===== src/hdl/wclp_pkg.sv =====
// Shared types and constants for the WRITE command line parser.
// Holds the status codes, parser phases, result word layout and character codes.
// No dependencies.
`timescale 1ns / 1ps

package wclp_pkg;

  // Line outcome codes
  typedef enum logic [1:0] {
    ST_OK        = 2'd0,
    ST_NOT_WRITE = 2'd1,
    ST_NO_BLOCK  = 2'd2,
    ST_SHORT_HEX = 2'd3
  } wclp_status_t;

  // Parser phases
  typedef enum logic [2:0] {
    PH_LEAD  = 3'd0,
    PH_TAG   = 3'd1,
    PH_NUMWS = 3'd2,
    PH_NUM   = 3'd3,
    PH_HEXWS = 3'd4,
    PH_HEX   = 3'd5,
    PH_DONE  = 3'd6
  } wclp_phase_t;

  // One result word
  typedef struct packed {
    wclp_status_t       status;
    logic signed [15:0] block;
    logic [63:0]        data_high;
    logic [63:0]        data_low;
  } wclp_result_t;

  localparam logic [2:0]  TAG_LEN    = 3'd5;
  localparam logic [5:0]  HEX_DIGITS = 6'd32;
  localparam logic [16:0] MAG_LIMIT  = 17'd32768;
  localparam logic [16:0] POS_MAX    = 17'd32767;

  localparam logic [7:0] CH_NUL   = 8'h00;
  localparam logic [7:0] CH_TAB   = 8'h09;
  localparam logic [7:0] CH_LF    = 8'h0A;
  localparam logic [7:0] CH_VT    = 8'h0B;
  localparam logic [7:0] CH_FF    = 8'h0C;
  localparam logic [7:0] CH_CR    = 8'h0D;
  localparam logic [7:0] CH_SPACE = 8'h20;
  localparam logic [7:0] CH_PLUS  = 8'h2B;
  localparam logic [7:0] CH_MINUS = 8'h2D;
  localparam logic [7:0] CH_0     = 8'h30;
  localparam logic [7:0] CH_9     = 8'h39;
  localparam logic [7:0] CH_UA    = 8'h41;
  localparam logic [7:0] CH_UF    = 8'h46;
  localparam logic [7:0] CH_LA    = 8'h61;
  localparam logic [7:0] CH_LF_HEX = 8'h66;

  // Expected character of the tag WRITE at a position
  function automatic logic [7:0] tag_char(input logic [2:0] pos);
    logic [7:0] c;
    case (pos)
      3'd0:    c = 8'h57; // W
      3'd1:    c = 8'h52; // R
      3'd2:    c = 8'h49; // I
      3'd3:    c = 8'h54; // T
      3'd4:    c = 8'h45; // E
      default: c = 8'h00;
    endcase
    return c;
  endfunction

endpackage


===== src/hdl/wclp_parser.sv =====
// Character-at-a-time parser state and next-state logic for the WRITE command.
// Depends on wclp_pkg for phases, status codes, character codes and the result word.
`timescale 1ns / 1ps

module wclp_parser (
  input  logic                  clk,
  input  logic                  rst_n,
  input  logic                  take,
  input  logic [7:0]            ch,
  input  logic                  last,
  output wclp_pkg::wclp_result_t res
);
  import wclp_pkg::*;

  wclp_phase_t  phase_r, phase_nxt;
  logic [2:0]   tag_pos_r, tag_pos_nxt;
  logic         neg_r, neg_nxt;
  logic         digit_seen_r, digit_seen_nxt;
  logic [16:0]  acc_r, acc_nxt;
  logic [5:0]   hex_cnt_r, hex_cnt_nxt;
  logic [63:0]  dh_r, dh_nxt;
  logic [63:0]  dl_r, dl_nxt;
  wclp_status_t line_st_r, line_st_nxt;

  // Outcome when the text ends in a given phase
  function automatic wclp_status_t fin_status(input wclp_phase_t ph, input logic [2:0] tp,
                                              input logic ds);
    wclp_status_t s;
    case (ph)
      PH_LEAD:  s = ST_NOT_WRITE;
      PH_TAG:   s = (tp >= TAG_LEN) ? ST_NO_BLOCK : ST_NOT_WRITE;
      PH_NUMWS: s = ST_NO_BLOCK;
      PH_NUM:   s = ds ? ST_SHORT_HEX : ST_NO_BLOCK;
      default:  s = ST_SHORT_HEX;
    endcase
    return s;
  endfunction

  // Consume one character, then close the line if it is the last one
  always_comb begin
    logic        go_num;
    logic        go_hexws;
    logic        go_hex;
    logic        hex_ok;
    logic [3:0]  hex_val;
    logic [18:0] m;
    logic [15:0] blk;

    phase_nxt      = phase_r;
    tag_pos_nxt    = tag_pos_r;
    neg_nxt        = neg_r;
    digit_seen_nxt = digit_seen_r;
    acc_nxt        = acc_r;
    hex_cnt_nxt    = hex_cnt_r;
    dh_nxt         = dh_r;
    dl_nxt         = dl_r;
    line_st_nxt    = line_st_r;
    go_num         = 1'b0;
    go_hexws       = 1'b0;
    go_hex         = 1'b0;
    m              = 19'(acc_r) * 19'd10 + 19'(ch[3:0]);
    blk            = 16'd0;
    res            = '0;

    // Classify the character as a hex digit
    hex_ok  = 1'b1;
    hex_val = ch[3:0];
    if (ch inside {[CH_0:CH_9]}) begin
      hex_val = ch[3:0];
    end else if (ch inside {[CH_UA:CH_UF], [CH_LA:CH_LF_HEX]}) begin
      hex_val = ch[3:0] + 4'd9;
    end else begin
      hex_ok = 1'b0;
    end

    if (take && phase_r != PH_DONE) begin
      if (ch == CH_NUL) begin
        line_st_nxt = fin_status(phase_r, tag_pos_r, digit_seen_r);
        phase_nxt   = PH_DONE;
      end else begin
        case (phase_r)
          PH_LEAD: begin
            if (ch inside {CH_SPACE, CH_TAB}) begin
              phase_nxt = PH_LEAD;
            end else if (ch == tag_char(3'd0)) begin
              tag_pos_nxt = 3'd1;
              phase_nxt   = PH_TAG;
            end else begin
              line_st_nxt = ST_NOT_WRITE;
              phase_nxt   = PH_DONE;
            end
          end
          PH_TAG: begin
            if (tag_pos_r < TAG_LEN) begin
              if (ch == tag_char(tag_pos_r)) begin
                tag_pos_nxt = tag_pos_r + 3'd1;
              end else begin
                line_st_nxt = ST_NOT_WRITE;
                phase_nxt   = PH_DONE;
              end
            end else if (ch inside {CH_SPACE, CH_TAB, CH_CR, CH_LF}) begin
              phase_nxt = PH_NUMWS;
            end else begin
              line_st_nxt = ST_NOT_WRITE;
              phase_nxt   = PH_DONE;
            end
          end
          PH_NUMWS: begin
            if (ch inside {CH_SPACE, CH_TAB, CH_LF, CH_VT, CH_FF, CH_CR}) begin
              phase_nxt = PH_NUMWS;
            end else if (ch inside {CH_PLUS, CH_MINUS}) begin
              neg_nxt   = (ch == CH_MINUS);
              phase_nxt = PH_NUM;
            end else begin
              go_num = 1'b1;
            end
          end
          PH_NUM:   go_num   = 1'b1;
          PH_HEXWS: go_hexws = 1'b1;
          PH_HEX:   go_hex   = 1'b1;
          default:  phase_nxt = phase_r;
        endcase

        // Decimal digits of the block number, magnitude saturating
        if (go_num) begin
          phase_nxt = PH_NUM;
          if (ch inside {[CH_0:CH_9]}) begin
            acc_nxt        = (m > 19'(MAG_LIMIT)) ? MAG_LIMIT : m[16:0];
            digit_seen_nxt = 1'b1;
          end else if (!digit_seen_r) begin
            line_st_nxt = ST_NO_BLOCK;
            phase_nxt   = PH_DONE;
          end else begin
            go_hexws = 1'b1;
          end
        end

        // Blanks ahead of the hex data
        if (go_hexws) begin
          phase_nxt = PH_HEXWS;
          if (!(ch inside {CH_SPACE, CH_TAB})) begin
            go_hex = 1'b1;
          end
        end

        // Shift in one hex digit
        if (go_hex) begin
          if (!hex_ok) begin
            line_st_nxt = ST_SHORT_HEX;
            phase_nxt   = PH_DONE;
          end else begin
            dh_nxt      = {dh_r[59:0], dl_r[63:60]};
            dl_nxt      = {dl_r[59:0], hex_val};
            hex_cnt_nxt = hex_cnt_r + 6'd1;
            if (hex_cnt_nxt >= HEX_DIGITS) begin
              line_st_nxt = ST_OK;
              phase_nxt   = PH_DONE;
            end else begin
              phase_nxt = PH_HEX;
            end
          end
        end
      end
    end

    // Close the line: form the result and return to the reset state
    if (take && last) begin
      if (phase_nxt != PH_DONE) begin
        line_st_nxt = fin_status(phase_nxt, tag_pos_nxt, digit_seen_nxt);
      end
      if (line_st_nxt == ST_OK || line_st_nxt == ST_SHORT_HEX) begin
        if (neg_nxt) begin
          blk = ~acc_nxt[15:0] + 16'd1;
        end else begin
          blk = (acc_nxt > POS_MAX) ? POS_MAX[15:0] : acc_nxt[15:0];
        end
      end
      res.status    = line_st_nxt;
      res.block     = blk;
      res.data_high = (line_st_nxt == ST_OK) ? dh_nxt : 64'd0;
      res.data_low  = (line_st_nxt == ST_OK) ? dl_nxt : 64'd0;

      phase_nxt      = PH_LEAD;
      tag_pos_nxt    = 3'd0;
      neg_nxt        = 1'b0;
      digit_seen_nxt = 1'b0;
      acc_nxt        = 17'd0;
      hex_cnt_nxt    = 6'd0;
      dh_nxt         = 64'd0;
      dl_nxt         = 64'd0;
      line_st_nxt    = ST_OK;
    end
  end

  // Hold parser state
  always_ff @(posedge clk) begin
    if (!rst_n) begin
      phase_r      <= PH_LEAD;
      tag_pos_r    <= 3'd0;
      neg_r        <= 1'b0;
      digit_seen_r <= 1'b0;
      acc_r        <= 17'd0;
      hex_cnt_r    <= 6'd0;
      dh_r         <= 64'd0;
      dl_r         <= 64'd0;
      line_st_r    <= ST_OK;
    end else begin
      phase_r      <= phase_nxt;
      tag_pos_r    <= tag_pos_nxt;
      neg_r        <= neg_nxt;
      digit_seen_r <= digit_seen_nxt;
      acc_r        <= acc_nxt;
      hex_cnt_r    <= hex_cnt_nxt;
      dh_r         <= dh_nxt;
      dl_r         <= dl_nxt;
      line_st_r    <= line_st_nxt;
    end
  end

endmodule


===== src/hdl/write_command_line_parser_core.sv =====
// Top level of the WRITE command line parser: input register, parser, result register.
// Depends on wclp_pkg and wclp_parser.
`timescale 1ns / 1ps

// Takes one character word per clock on the in_ channel while in_stall is low and returns
// one result word per line on the out_ channel, on the character flagged in_last. Each
// character passes an input register and then the parser, which updates its registered
// state as the character leaves that register, so the block sustains one character per
// clock while in_stall is low. The result word is loaded at the edge where the final
// character leaves the input register, and out_valid rises with that load, unless a
// stalled result still holds the result register. The result register lets characters of
// the next line keep flowing while a result waits; in_stall rises only when a final
// character is waiting and the result register is still full and stalled.
module write_command_line_parser_core (
  input  logic               clk,
  input  logic               rst_n,
  input  logic               in_valid,
  output logic               in_stall,
  input  logic [7:0]         in_ch,
  input  logic               in_last,
  output logic               out_valid,
  input  logic               out_stall,
  output logic [1:0]         out_status,
  output logic signed [15:0] out_blk_num,
  output logic [63:0]        out_data_high,
  output logic [63:0]        out_data_low
);
  import wclp_pkg::*;

  logic         in_v_r;
  logic [7:0]   in_ch_r;
  logic         in_last_r;
  logic         out_v_r;
  wclp_result_t out_res_r;
  wclp_result_t res;
  logic         adv;
  logic         in_take;
  logic         out_load;

  // Advance the held character unless it closes a line and the result slot is blocked
  assign adv      = in_v_r && (!in_last_r || !out_v_r || !out_stall);
  assign in_stall = in_v_r && !adv;
  assign in_take  = in_valid && !in_stall;
  assign out_load = adv && in_last_r;

  wclp_parser u_parser (
    .clk   (clk),
    .rst_n (rst_n),
    .take  (adv),
    .ch    (in_ch_r),
    .last  (in_last_r),
    .res   (res)
  );

  // Input register
  always_ff @(posedge clk) begin
    if (!rst_n) begin
      in_v_r <= 1'b0;
    end else if (in_take) begin
      in_v_r <= 1'b1;
    end else if (adv) begin
      in_v_r <= 1'b0;
    end
  end

  always_ff @(posedge clk) begin
    if (in_take) begin
      in_ch_r   <= in_ch;
      in_last_r <= in_last;
    end
  end

  // Result register
  always_ff @(posedge clk) begin
    if (!rst_n) begin
      out_v_r <= 1'b0;
    end else if (out_load) begin
      out_v_r <= 1'b1;
    end else if (!out_stall) begin
      out_v_r <= 1'b0;
    end
  end

  always_ff @(posedge clk) begin
    if (out_load) begin
      out_res_r <= res;
    end
  end

  assign out_valid     = out_v_r;
  assign out_status    = out_res_r.status;
  assign out_blk_num   = out_res_r.block;
  assign out_data_high = out_res_r.data_high;
  assign out_data_low  = out_res_r.data_low;

endmodule


===== config.mk =====
export PLATFORM = sky130hd
export DESIGN_NAME = write_command_line_parser_core
export DESIGN_NICKNAME = d
export VERILOG_FILES = /design/src/hdl/wclp_pkg.sv /design/src/hdl/wclp_parser.sv /design/src/hdl/write_command_line_parser_core.sv
export SDC_FILE = /design/constraint.sdc
export NUM_CORES = 1
export LEC_CHECK = 0
export CORE_AREA = 4 4 190 229
export CTS_CLUSTER_DIAMETER = 100
export DETAILED_ROUTE_END_ITERATION = 10
export DIE_AREA = 0 0 194 233
export DONT_BUFFER_PORTS = 1
export GPL_ROUTABILITY_DRIVEN = 0
export GPL_TIMING_DRIVEN = 0
export PLACE_DENSITY = 0.49
export SYNTH_ARGS = -nofsm -noshare
export SYNTH_HDL_FRONTEND = slang
export SYNTH_SLANG_ARGS = --single-unit

===== constraint.sdc =====
create_clock -name clk -period 5 [get_ports clk]
set_input_delay 0 -clock clk [delete_from_list [all_inputs] [get_ports clk]]
set_output_delay 0 -clock clk [all_outputs]
set_load 0.005 [all_outputs]

# [Word level (Yosys, flattened, before mapping)]
# Index checks and enable logic that the tools add are counted.
[word_totals] reg_bits=318 input_bits=13
[classes] n_addsub=5 n_mul=1 order_cmp=12 n_eq_ne=26 mux=99 n_bitwise=3 reduce_logical=29
[op_table] cell="64-bit 2-to-1 mux" n=8
[op_table] cell="17-bit 2-to-1 mux" n=5
[op_table] cell="3-bit 2-to-1 mux" n=21
[op_table] cell="8-bit by 4-bit == test with 1-bit output (second input constant)" n=5
[op_table] cell="2-bit 2-to-1 mux" n=18
[op_table] cell="7-bit case mux with 5 select lines" n=1
[op_table] cell="1-bit 2-to-1 mux" n=32
[op_table] cell="16-bit 2-to-1 mux" n=2
[op_table] cell="8-bit 2-to-1 mux" n=4
[op_table] cell="8-bit by 6-bit == test with 1-bit output (second input constant)" n=3
[op_table] cell="19-bit by 4-bit adder with 19-bit output" n=1
[op_table] cell="19-bit by 16-bit greater-than comparator with 1-bit output (second input constant)" n=1
[op_table] cell="3-bit by 2-bit == test with 1-bit output (second input constant)" n=6
[op_table] cell="17-bit by 3-bit multiplier with 18-bit output (second input constant)" n=1
[op_table] cell="17-bit by 15-bit greater-than comparator with 1-bit output (second input constant)" n=1
[op_table] cell="16-bit by 1-bit adder with 16-bit output (second input constant)" n=1
[op_table] cell="8-bit by 7-bit greater-or-equal comparator with 1-bit output (second input constant)" n=2
[op_table] cell="8-bit by 7-bit less-or-equal comparator with 1-bit output (second input constant)" n=2
[op_table] cell="16-bit NOT" n=1
[op_table] cell="2-bit case mux with 4 select lines" n=2
[op_table] cell="3-bit by 1-bit == test with 1-bit output (second input constant)" n=3
[op_table] cell="3-bit == test (second input constant)" n=3
[op_table] cell="3-bit logical NOT" n=3
[op_table] cell="3-bit case mux with 3 select lines" n=1
[op_table] cell="28 further kinds" n=48

# [Logic depth before layout (Yosys ltp)]
# Gate-level depths: netlist of run 1.
[depth] depth_word=22 depth_mapped=21

# [Cells and area by module]
# A second synthesis of run 1 with hierarchy kept.
[unflattened] cells_unflattened=1344 area_unflattened_um2=14310.0
[modules_own_cells] mod="wclp_parser" instances=1 cells_each=1178 area_each_um2=9560.4 seq_area_each_um2=3223.1
[modules_own_cells] mod="write_command_line_parser_core" instances=1 cells_each=166 area_each_um2=4749.6 seq_area_each_um2=4694.5

# [Worst setup path after synthesis of run 1]
# Ideal clock, no wire load.
[synth_timing] kind="reg2reg" start="register u_parser.acc_r[1]" end="register out_res_r, in the netlist out_blk_num[14], data pin" setup_time_ns=0.254 t_arrival_ns=4.655 required_ns=4.746 path_slack_ns=0.091 stages_incl_launch_ff=22 synth_period_minus_slack_ns=4.909 cell_sequence="dfxtp_1 ha_1 ha_1 fa_1 xor2_1 and2b_1 nor3b_2 nand4_1 a2111oi_2 xnor2_1 a41oi_2 a211oi_2 buf_6 buf_6 a22oi_1 ha_1 o21ai_0 nand2b_1 a211oi_2 nand4_1 xnor2_1 o21a_1"
[synth_via] elab_chain_len=11 word_cells_on_any_way=13 cone_classes="add/sub: 2; mul: 1; order compare: 2; mux: 7; bitwise: 1"
[synth_rtl] element="start, declared" line_no="wclp_parser.sv:19" source="logic [16:0] acc_r, acc_nxt;"
[synth_rtl] element="start signal, assigned" line_no="wclp_parser.sv:212" source="acc_r <= acc_nxt;"
[synth_rtl] element="17-bit by 3-bit multiplier with 18-bit output" line_no="wclp_parser.sv:61" source="m = 19'(acc_r) * 19'd10 + 19'(ch[3:0]);"
[synth_rtl] element="19-bit by 4-bit adder with 19-bit output" line_no="wclp_parser.sv:61"
[synth_rtl] element="19-bit by 16-bit greater-than comparator with 1-bit output" line_no="wclp_parser.sv:128" source="acc_nxt = (m > 19'(MAG_LIMIT)) ? MAG_LIMIT : m[16:0];"
[synth_rtl] element="17-bit 2-to-1 mux" line_no="wclp_parser.sv:128"
[synth_rtl] element="17-bit 2-to-1 mux" line_no="wclp_parser.sv:127" source="if (ch inside {[CH_0:CH_9]}) begin"
[synth_rtl] element="17-bit 2-to-1 mux" line_no="wclp_parser.sv:125" source="if (go_num) begin"
[synth_rtl] element="17-bit 2-to-1 mux" line_no="wclp_parser.sv:77" source="if (ch == CH_NUL) begin"
[synth_rtl] element="17-bit 2-to-1 mux *" line_no="wclp_parser.sv:76" source="if (take && phase_r != PH_DONE) begin"
[synth_rtl] element="17-bit by 15-bit greater-than comparator with 1-bit output or 16-bit NOT (tied branches)" line_no="wclp_parser.sv:175, wclp_parser.sv:173"
[synth_rtl] element="16-bit 2-to-1 mux or 16-bit by 1-bit adder with 16-bit output (tied branches)" line_no="wclp_parser.sv:175, wclp_parser.sv:173"
[synth_rtl] element="16-bit 2-to-1 mux *" line_no="wclp_parser.sv:172" source="if (neg_nxt) begin"
[synth_rtl] element="end signal, assigned" line_no="write_command_line_parser_core.sv:86" source="out_res_r <= res;"
[synth_rtl] element="end, declared" line_no="write_command_line_parser_core.sv:34" source="wclp_result_t out_res_r;"
# Mark *: on every way between the ends. The rest lies on a longest branch, timed or not.
# A chain may end at the register's enable or synchronous reset.

# [Worst setup path after layout of run 1]
# Ends and elaborated chain as after synthesis.

==> results.toml, run 1 <==
[synthesis]
yosysWarnings = 0
syn-num-nets = 1350
syn_avg_cell_area_um2 = 11.1
synth.ff_latch_count = 318
synthArstFlopShare_pct = 0
synth-edff-count = 155
syn_area_mm2 = 0.0143
yosysSeqAreaShare_pct = 55.4
synthFlopType = "dfxtp_1"
yosysUniqueCellTypes = 81
netlist_instances = 1291

[placement]
dp_cells = 1838
io_buffers = 0
placed_cell_area_mm2 = 0.0150
dp_hpwl_mm = 25.8

[grt]
grt_max_degree = 76
overflow = 0
grt_pass1_wl_mm = 55.9
grt_util_all_layers_pct = 15.4
antenna_found_initial = 0
first_global_vias = 9692

[drt]
antenna_left = 0
vias_per_cell = 4.95
drt-met1-wl_mm = 16.2
wl_per_cell_um = 18.4
vias = 9641
first_pass_iters = 4
route.detailed.drc = 0
routed.top_layer = "met4"
wirelength_mm = 35.8
drtIter0Drc = 435
route.met2.wl_mm = 17.6
wl_met3_mm = 1.11

[die]
io_pins = 161
die-height_um = 233
initial_utilization_pct = 34.5
die_width_um = 194
core-area_mm2 = 0.0414
dieArea_mm2 = 0.0452
row_count = 82

[setup_path]
cp_max_fo = 8
cp-start-kind = "flop"
worst-r2r-setup-slack_ns = 0.11
critical_path_arrival_ns = 5.17
crit_start = "u_parser.acc_r[1]"
endpoint_kind = "flop"
cp_data_required_time_ns = 5.28
r2r_end = "out_blk_num[14]"
reg2reg_depth = 22
path_class = "flop to flop"
r2r-start = "u_parser.acc_r[1]"
cp-endpoint = "out_blk_num[14]"

[sta]
setup_violations = 0
fmax_ghz = 0.205
slew_viol_final = 0
post-route-period-util_pct = 97.7
layout_min_cycle_time_ns = 4.89
relSlewSlack_pct = 39.5
rsz0062_at_grt = "true"
clock_skew_ns = 0.0269
finalHoldViolations = 0
worst_slew_pin_slew_ns = 0.902

[final_layout]
stdcell_area_mm2 = 0.0169
multi_input_area_mm2 = 0.00635
drive_above_1_share_pct = 13.1
nets = 1435
n_antenna_cell = 0
finish.utilization_pct = 40.8
register_area_mm2 = 0.00794
final_cells = 1949
syn2layout_area_growth_pct = 18.3
fill_cells = 4017

[clocking]
htree_levels = 2
cts_tree = "done"
clock_insertion_delay_worst_skew_ns = 0.54
cts_buffer_depth = 3
clkTransAtPathRegs_ns = 0.06
root_buffer = "clkbuf_16"
clock-sinks = 318
cts_buffers = 35

[status]
status = "finished, final reports clean"

[pwr]
ir_drop_mv = 0.238
power.density_mw_per_mm2 = 328
p_leak_nw = 6.64

[hold_path]
hp-class = "input pin to flop"
hp-start = "out_stall"

[flow_run]
drv_cap = 0
==> worst min path at each step <==
stage,slack (ns),cells after the start,end
after floorplan,0.1,0,in_ch_r[0]
after global placement,0.1,0,in_last_r
after detailed placement,0.1,0,in_last_r
after CTS,0.03,5,u_parser.phase_r[1]
after global routing,0.07,1,in_ch_r[1]
final,0.06,5,u_parser.phase_r[1]
==> final cells by class <==
type,count,share of cell area (%)
plain buffers,58,1.45
clock buffers,46,5.66
well taps,546,4.04
repair buffers,51,2.72
inverters,26,0.607
multi-input cells,886,37.6
clock inverters,18,0.948
flip-flops and latches,318,47.0
==> cells in the mapped netlist (3+ instances only) <==
master    count  area [um2]
a21oi_1      38         190
and3_1        8        50.1
a22oi_1       6        45.0
or3_1        10        62.6
a211oi_1      4        30.0
o21bai_1      4        30.0
nor3_1       16        80.1
ha_1         44         551
clkbuf_1     44         165
nand4_1       8        50.1
a22oi_2       7        87.6
a21o_1        7        52.6
xnor2_1      21         184
mux2i_1     127        1270
nor3b_1       3        22.5
or2_2         8        50.1
o21ai_0      32         160
nor2_1      203         762
nand2_1      46         173
o31ai_1       4        30.0
nor4_1        6        37.5
o211a_1       3        30.0
a221oi_1      8        70.1
nand3_1      19        95.1
nand2b_1     12        75.1
inv_1        25        93.8
nor2b_1     135         845
buf_1        14        52.6
a211oi_2      3        37.5
xor2_1       20         175
dfxtp_1     163        3260
and2_1        9        56.3
o21a_1        7        52.6
and4_1        4        35.0
a221oi_2      3        45.0
a31oi_1       7        43.8
edfxtp_1    155        4650
==> layout by cell type (no fill, tap or decap), types with 36 or more instances in the layout <==
| cell type | n |
|---|---|
| buf_4 | 36 |
| ha_1 | 36 |
| mux2i_1 | 127 |
| clkbuf_1 | 38 |
| dfxtp_1 | 152 |
| nand2_1 | 46 |
| nor2_1 | 203 |
| edfxtp_1 | 155 |
| nor2b_1 | 135 |
==> routing by layer <==
| metal | global-route usage, % | vias up |
|---|---|---|
| met1 | 20.0 | 4679 |
| met5 | 0 | - |
| li1 | - | 4750 |
| met3 | 2.51 | 46 |
| met4 | 4.15 | 0 |
| met2 | 27.0 | 166 |
==> worst max-delay path, cell delays in order, from the launching register on <==
cell	delay (ns)
dfxtp_4	0.36
ha_4	0.24
ha_4	0.17
fa_2	0.39
buf_4	0.15
xor2_2	0.14
and2b_1	0.17
nor3b_4	0.30
nand4_1	0.23
buf_4	0.21
o21ai_1	0.23
a2111oi_4	0.11
a41oi_2	0.29
a211oi_4	0.07
buf_6	0.16
a22oi_2	0.15
ha_2	0.23
o21ai_2	0.08
nand2b_4	0.20
a211oi_4	0.24
nand4_1	0.15
xnor2_1	0.16
o21a_1	0.21
==> report_power, final <==
group / switching [W] / internal [W]
Combinational: 0.000166 / 0.0000877
Clock: 0.00107 / 0.00142
Sequential: 0.0000349 / 0.00277
Total: 0.00127 / 0.00428
==> per-stage QoR <==
step	hold slack, ns	TNS [ns]	total power [W]	setup WS [ns]
4_1_cts	0.0297	0	0.00564	0.0242
2_1_floorplan	0.0989	0	0.00301	0.0908
6_report	0.0593	0	0.00555	0.114
5_1_grt	0.0732	-0.295	0.00577	-0.0957
3_5_place_dp	0.0989	-14.11	0.00311	-1.04
3_3_place_gp	0.0989	-116.54	0.00311	-1.01
==> repair_timing <==
action | CTS | global route
resized for setup | 52 | 37
pin swaps | 24 | 18
endpoints found under the hold margin | 24 | 0
hold buffers | 13 | 0
setup endpoints to repair | 104 | 134
buffers inserted | 17 | 20
==> cells by family after synthesis <==
group	after synthesis	share of synthesized area [%]
xor gates and xnor gates	42	2.63
adders and majority gates	46	4.13
muxes	128	8.98
and+or+nand+nor	499	17.5
DFF	318	55.4
buffers and inverters	87	2.42
AOI/OAI and AO/OA	171	8.93
==> sequential cells by signal, indices dropped and copies added (netlist names) <==
register	flops
u_parser.line_st_r	2
u_parser.neg_r	1
u_parser.tag_pos_r	3
in_v_r	1
out_status	2
u_parser.dl_r	64
out_data_low	64
out_valid	1
u_parser.digit_seen_r	1
in_last_r	1
in_ch_r	8
u_parser.hex_cnt_r	6
u_parser.dh_r	64
u_parser.acc_r	17
out_blk_num	16
u_parser.phase_r	3
out_data_high	64
No activity file was read; power rests on OpenSTA's default activity.
==> run 2, diff against run 1 <==
- PLACE_DENSITY: 0.49 -> 0.48
- clock period: 5 -> 6 ns (I/O delays scaled with it)
==> run 2 against run 1 <==
Worst hold slack lost 0.016 ns. Setup slack gained 0.18 ns. Clock skew shrank 0.0014 ns. Global-route usage shrank 0.41 points. Via count shrank 2.1%. Combinational power shrank 20%. Critical path depth shrank 1. Largest power group unchanged. Highest routed layer unchanged.
==> results.toml, run 2 (synthesis results as in run 1) <==
[hold_path]
hp-class = "input pin to flop"
hp-start = "rst_n"
whs_endpoint = "u_parser.acc_r[15]"
min_path_cells = 3

[sta]
post-route-period-util_pct = 95.1
slew_viol_final = 0
fin_setup_tns_ns = 0
relSlewSlack_pct = 46.9
worst_slew_pin_slew_ns = 0.797
fin_ws_ns = 0.296
layout_min_cycle_time_ns = 5.70
hold_slack_ns = 0.0434
setup_violations = 0
fmax_ghz = 0.175
finalHoldViolations = 0
rsz0062_at_grt = "false"
clock_skew_ns = 0.0255

[drt]
wirelength_mm = 34.9
antenna_left = 0
route.detailed.drc = 0
first_pass_iters = 5
route.met2.wl_mm = 16.7
drt-met1-wl_mm = 15.9
wl_met3_mm = 1.35
vias_per_cell = 4.91
drtIter0Drc = 459
wl_per_cell_um = 18.1
routed.top_layer = "met4"
vias = 9438

[grt]
antenna_found_initial = 0
first_global_vias = 9564
grt_pass1_wl_mm = 54.2
grt_max_degree = 100
overflow = 0
grt_util_all_layers_pct = 15.0

[setup_path]
reg2reg_depth = 21
r2r_end = "out_blk_num[8]"
path_class = "flop to flop"
critical_path_arrival_ns = 5.94
endpoint_kind = "flop"
worst-r2r-setup-slack_ns = 0.30
cp_max_fo = 10
r2r-start = "u_parser.acc_r[1]"
cp-start-kind = "flop"
cp_data_required_time_ns = 6.24

[die]
core-area_mm2 = 0.0414
row_count = 82
initial_utilization_pct = 34.5
die-height_um = 233
die_width_um = 194
io_pins = 161
dieArea_mm2 = 0.0452

[clocking]
clkTransAtPathRegs_ns = 0.07
clock-sinks = 318
cts_buffer_depth = 3
htree_levels = 2
clock_insertion_delay_worst_skew_ns = 0.54
cts_tree = "done"
cts_buffers = 36
root_buffer = "clkbuf_16"

[final_layout]
drive_above_1_share_pct = 7.76
final_cell_mix = "203 x nor2_1, 163 x dfxtp_1, 155 x edfxtp_1"
stdcell_area_mm2 = 0.0165
final_common_cell = "nor2_1"
nets = 1409
fill_cells = 4091
syn2layout_area_growth_pct = 15.3
n_antenna_cell = 0

[pwr]
swShare_pct = 22.3
p_switching_w = 0.00106
pwr-share-clk_pct = 46.3
power.density_mw_per_mm2 = 288
intPower_w = 0.00368
p_leak_nw = 6.45
seq_power_share_pct = 49.3
comb_power_share_pct = 4.3
ir_drop_mv = 0.226

[placement]
placed_cell_area_mm2 = 0.0150
pre_cts_slack_ns = 0.0202
io_buffers = 0
dp_hpwl_mm = 25.6

[status]
status = "finished, final reports clean"

[flow_run]
drv_cap = 0
## run 2: cell count changes in the layout (fill, tap and decap cells not counted), moves of 4 or more
cell,delta
buf_4,-29
clkbuf_1,+11
clkbuf_2,-10
dfxtp_1,+11
dfxtp_2,-8
ha_1,+8
ha_2,-4
ha_4,-4
## run 2: critical path, stage by stage, from the launching register on
cell,delay (ns)
dfxtp_1,0.43
ha_1,0.27
ha_1,0.23
fa_1,0.48
a211oi_4,0.36
o31ai_4,0.16
o31ai_2,0.28
xor2_2,0.20
or3_1,0.44
a2111oi_2,0.42
a41oi_2,0.21
a211oi_2,0.35
buf_6,0.22
buf_6,0.18
a22oi_2,0.09
ha_1,0.25
o21ai_0,0.15
nand2b_1,0.24
a21oi_1,0.08
nand2_1,0.10
xor2_1,0.18
a221oi_2,0.09
## run 2: power by group through the flow
stage	clock (W)	sequential [W]	combinational, W
finish	0.00220	0.00234	0.000204
global route	0.00235	0.00234	0.000225
CTS	0.00227	0.00234	0.000208
detailed placement	0	0.00239	0.000200
global placement	0	0.00239	0.000198
floorplan	0	0.00238	0.000136
## run 2: area by class of cell
cell class / count / area (um2) / share of cell area, %
buffer: 61 / 248 / 1.50
clock buffer: 44 / 983 / 5.97
clock inverter: 22 / 203 / 1.23
inverter: 26 / 103 / 0.623
multi-input combinational: 886 / 6120 / 37.2
sequential: 318 / 7920 / 48.1
tap: 546 / 683 / 4.15
timing repair buffer: 21 / 210 / 1.28
## run 2: what timing repair did
item                                   in CTS  in global routing
resized for setup                           1                 12
pin swaps                                   0                  5
setup buffers                               0                  6
endpoints found under the hold margin      25                  0
setup endpoints to repair                   2                  5
hold buffers                               13                  0
## run 2: stage by stage
stage / utilization, % / std cells / power (W)
global route: 39.7 / 1924 / 0.00491
finish: 39.7 / 1924 / 0.00474
floorplan: - / 1291 / 0.00251
detailed placement: 36.2 / 1838 / 0.00259
CTS: 39.4 / 1917 / 0.00482
global placement: 36.1 / 1837 / 0.00259
## run 2: worst max-delay path by stage
stage | startpoint | end | cells past startpoint
2_1_floorplan | u_parser.acc_r[1] | out_blk_num[14] | 21
3_3_place_gp | u_parser.acc_r[1] | out_blk_num[12] | 21
3_5_place_dp | u_parser.acc_r[3] | out_blk_num[14] | 21
4_1_cts | u_parser.acc_r[1] | out_blk_num[12] | 21
5_1_grt | u_parser.acc_r[1] | out_blk_num[12] | 21
6_report | u_parser.acc_r[1] | out_blk_num[8] | 21
## run 2: metal layers
layer	GRT usage [%]	up-vias
li1	-	4710
met1	19.1	4483
met2	25.7	195
met3	3.23	50
met4	4.81	0
met5	0	-
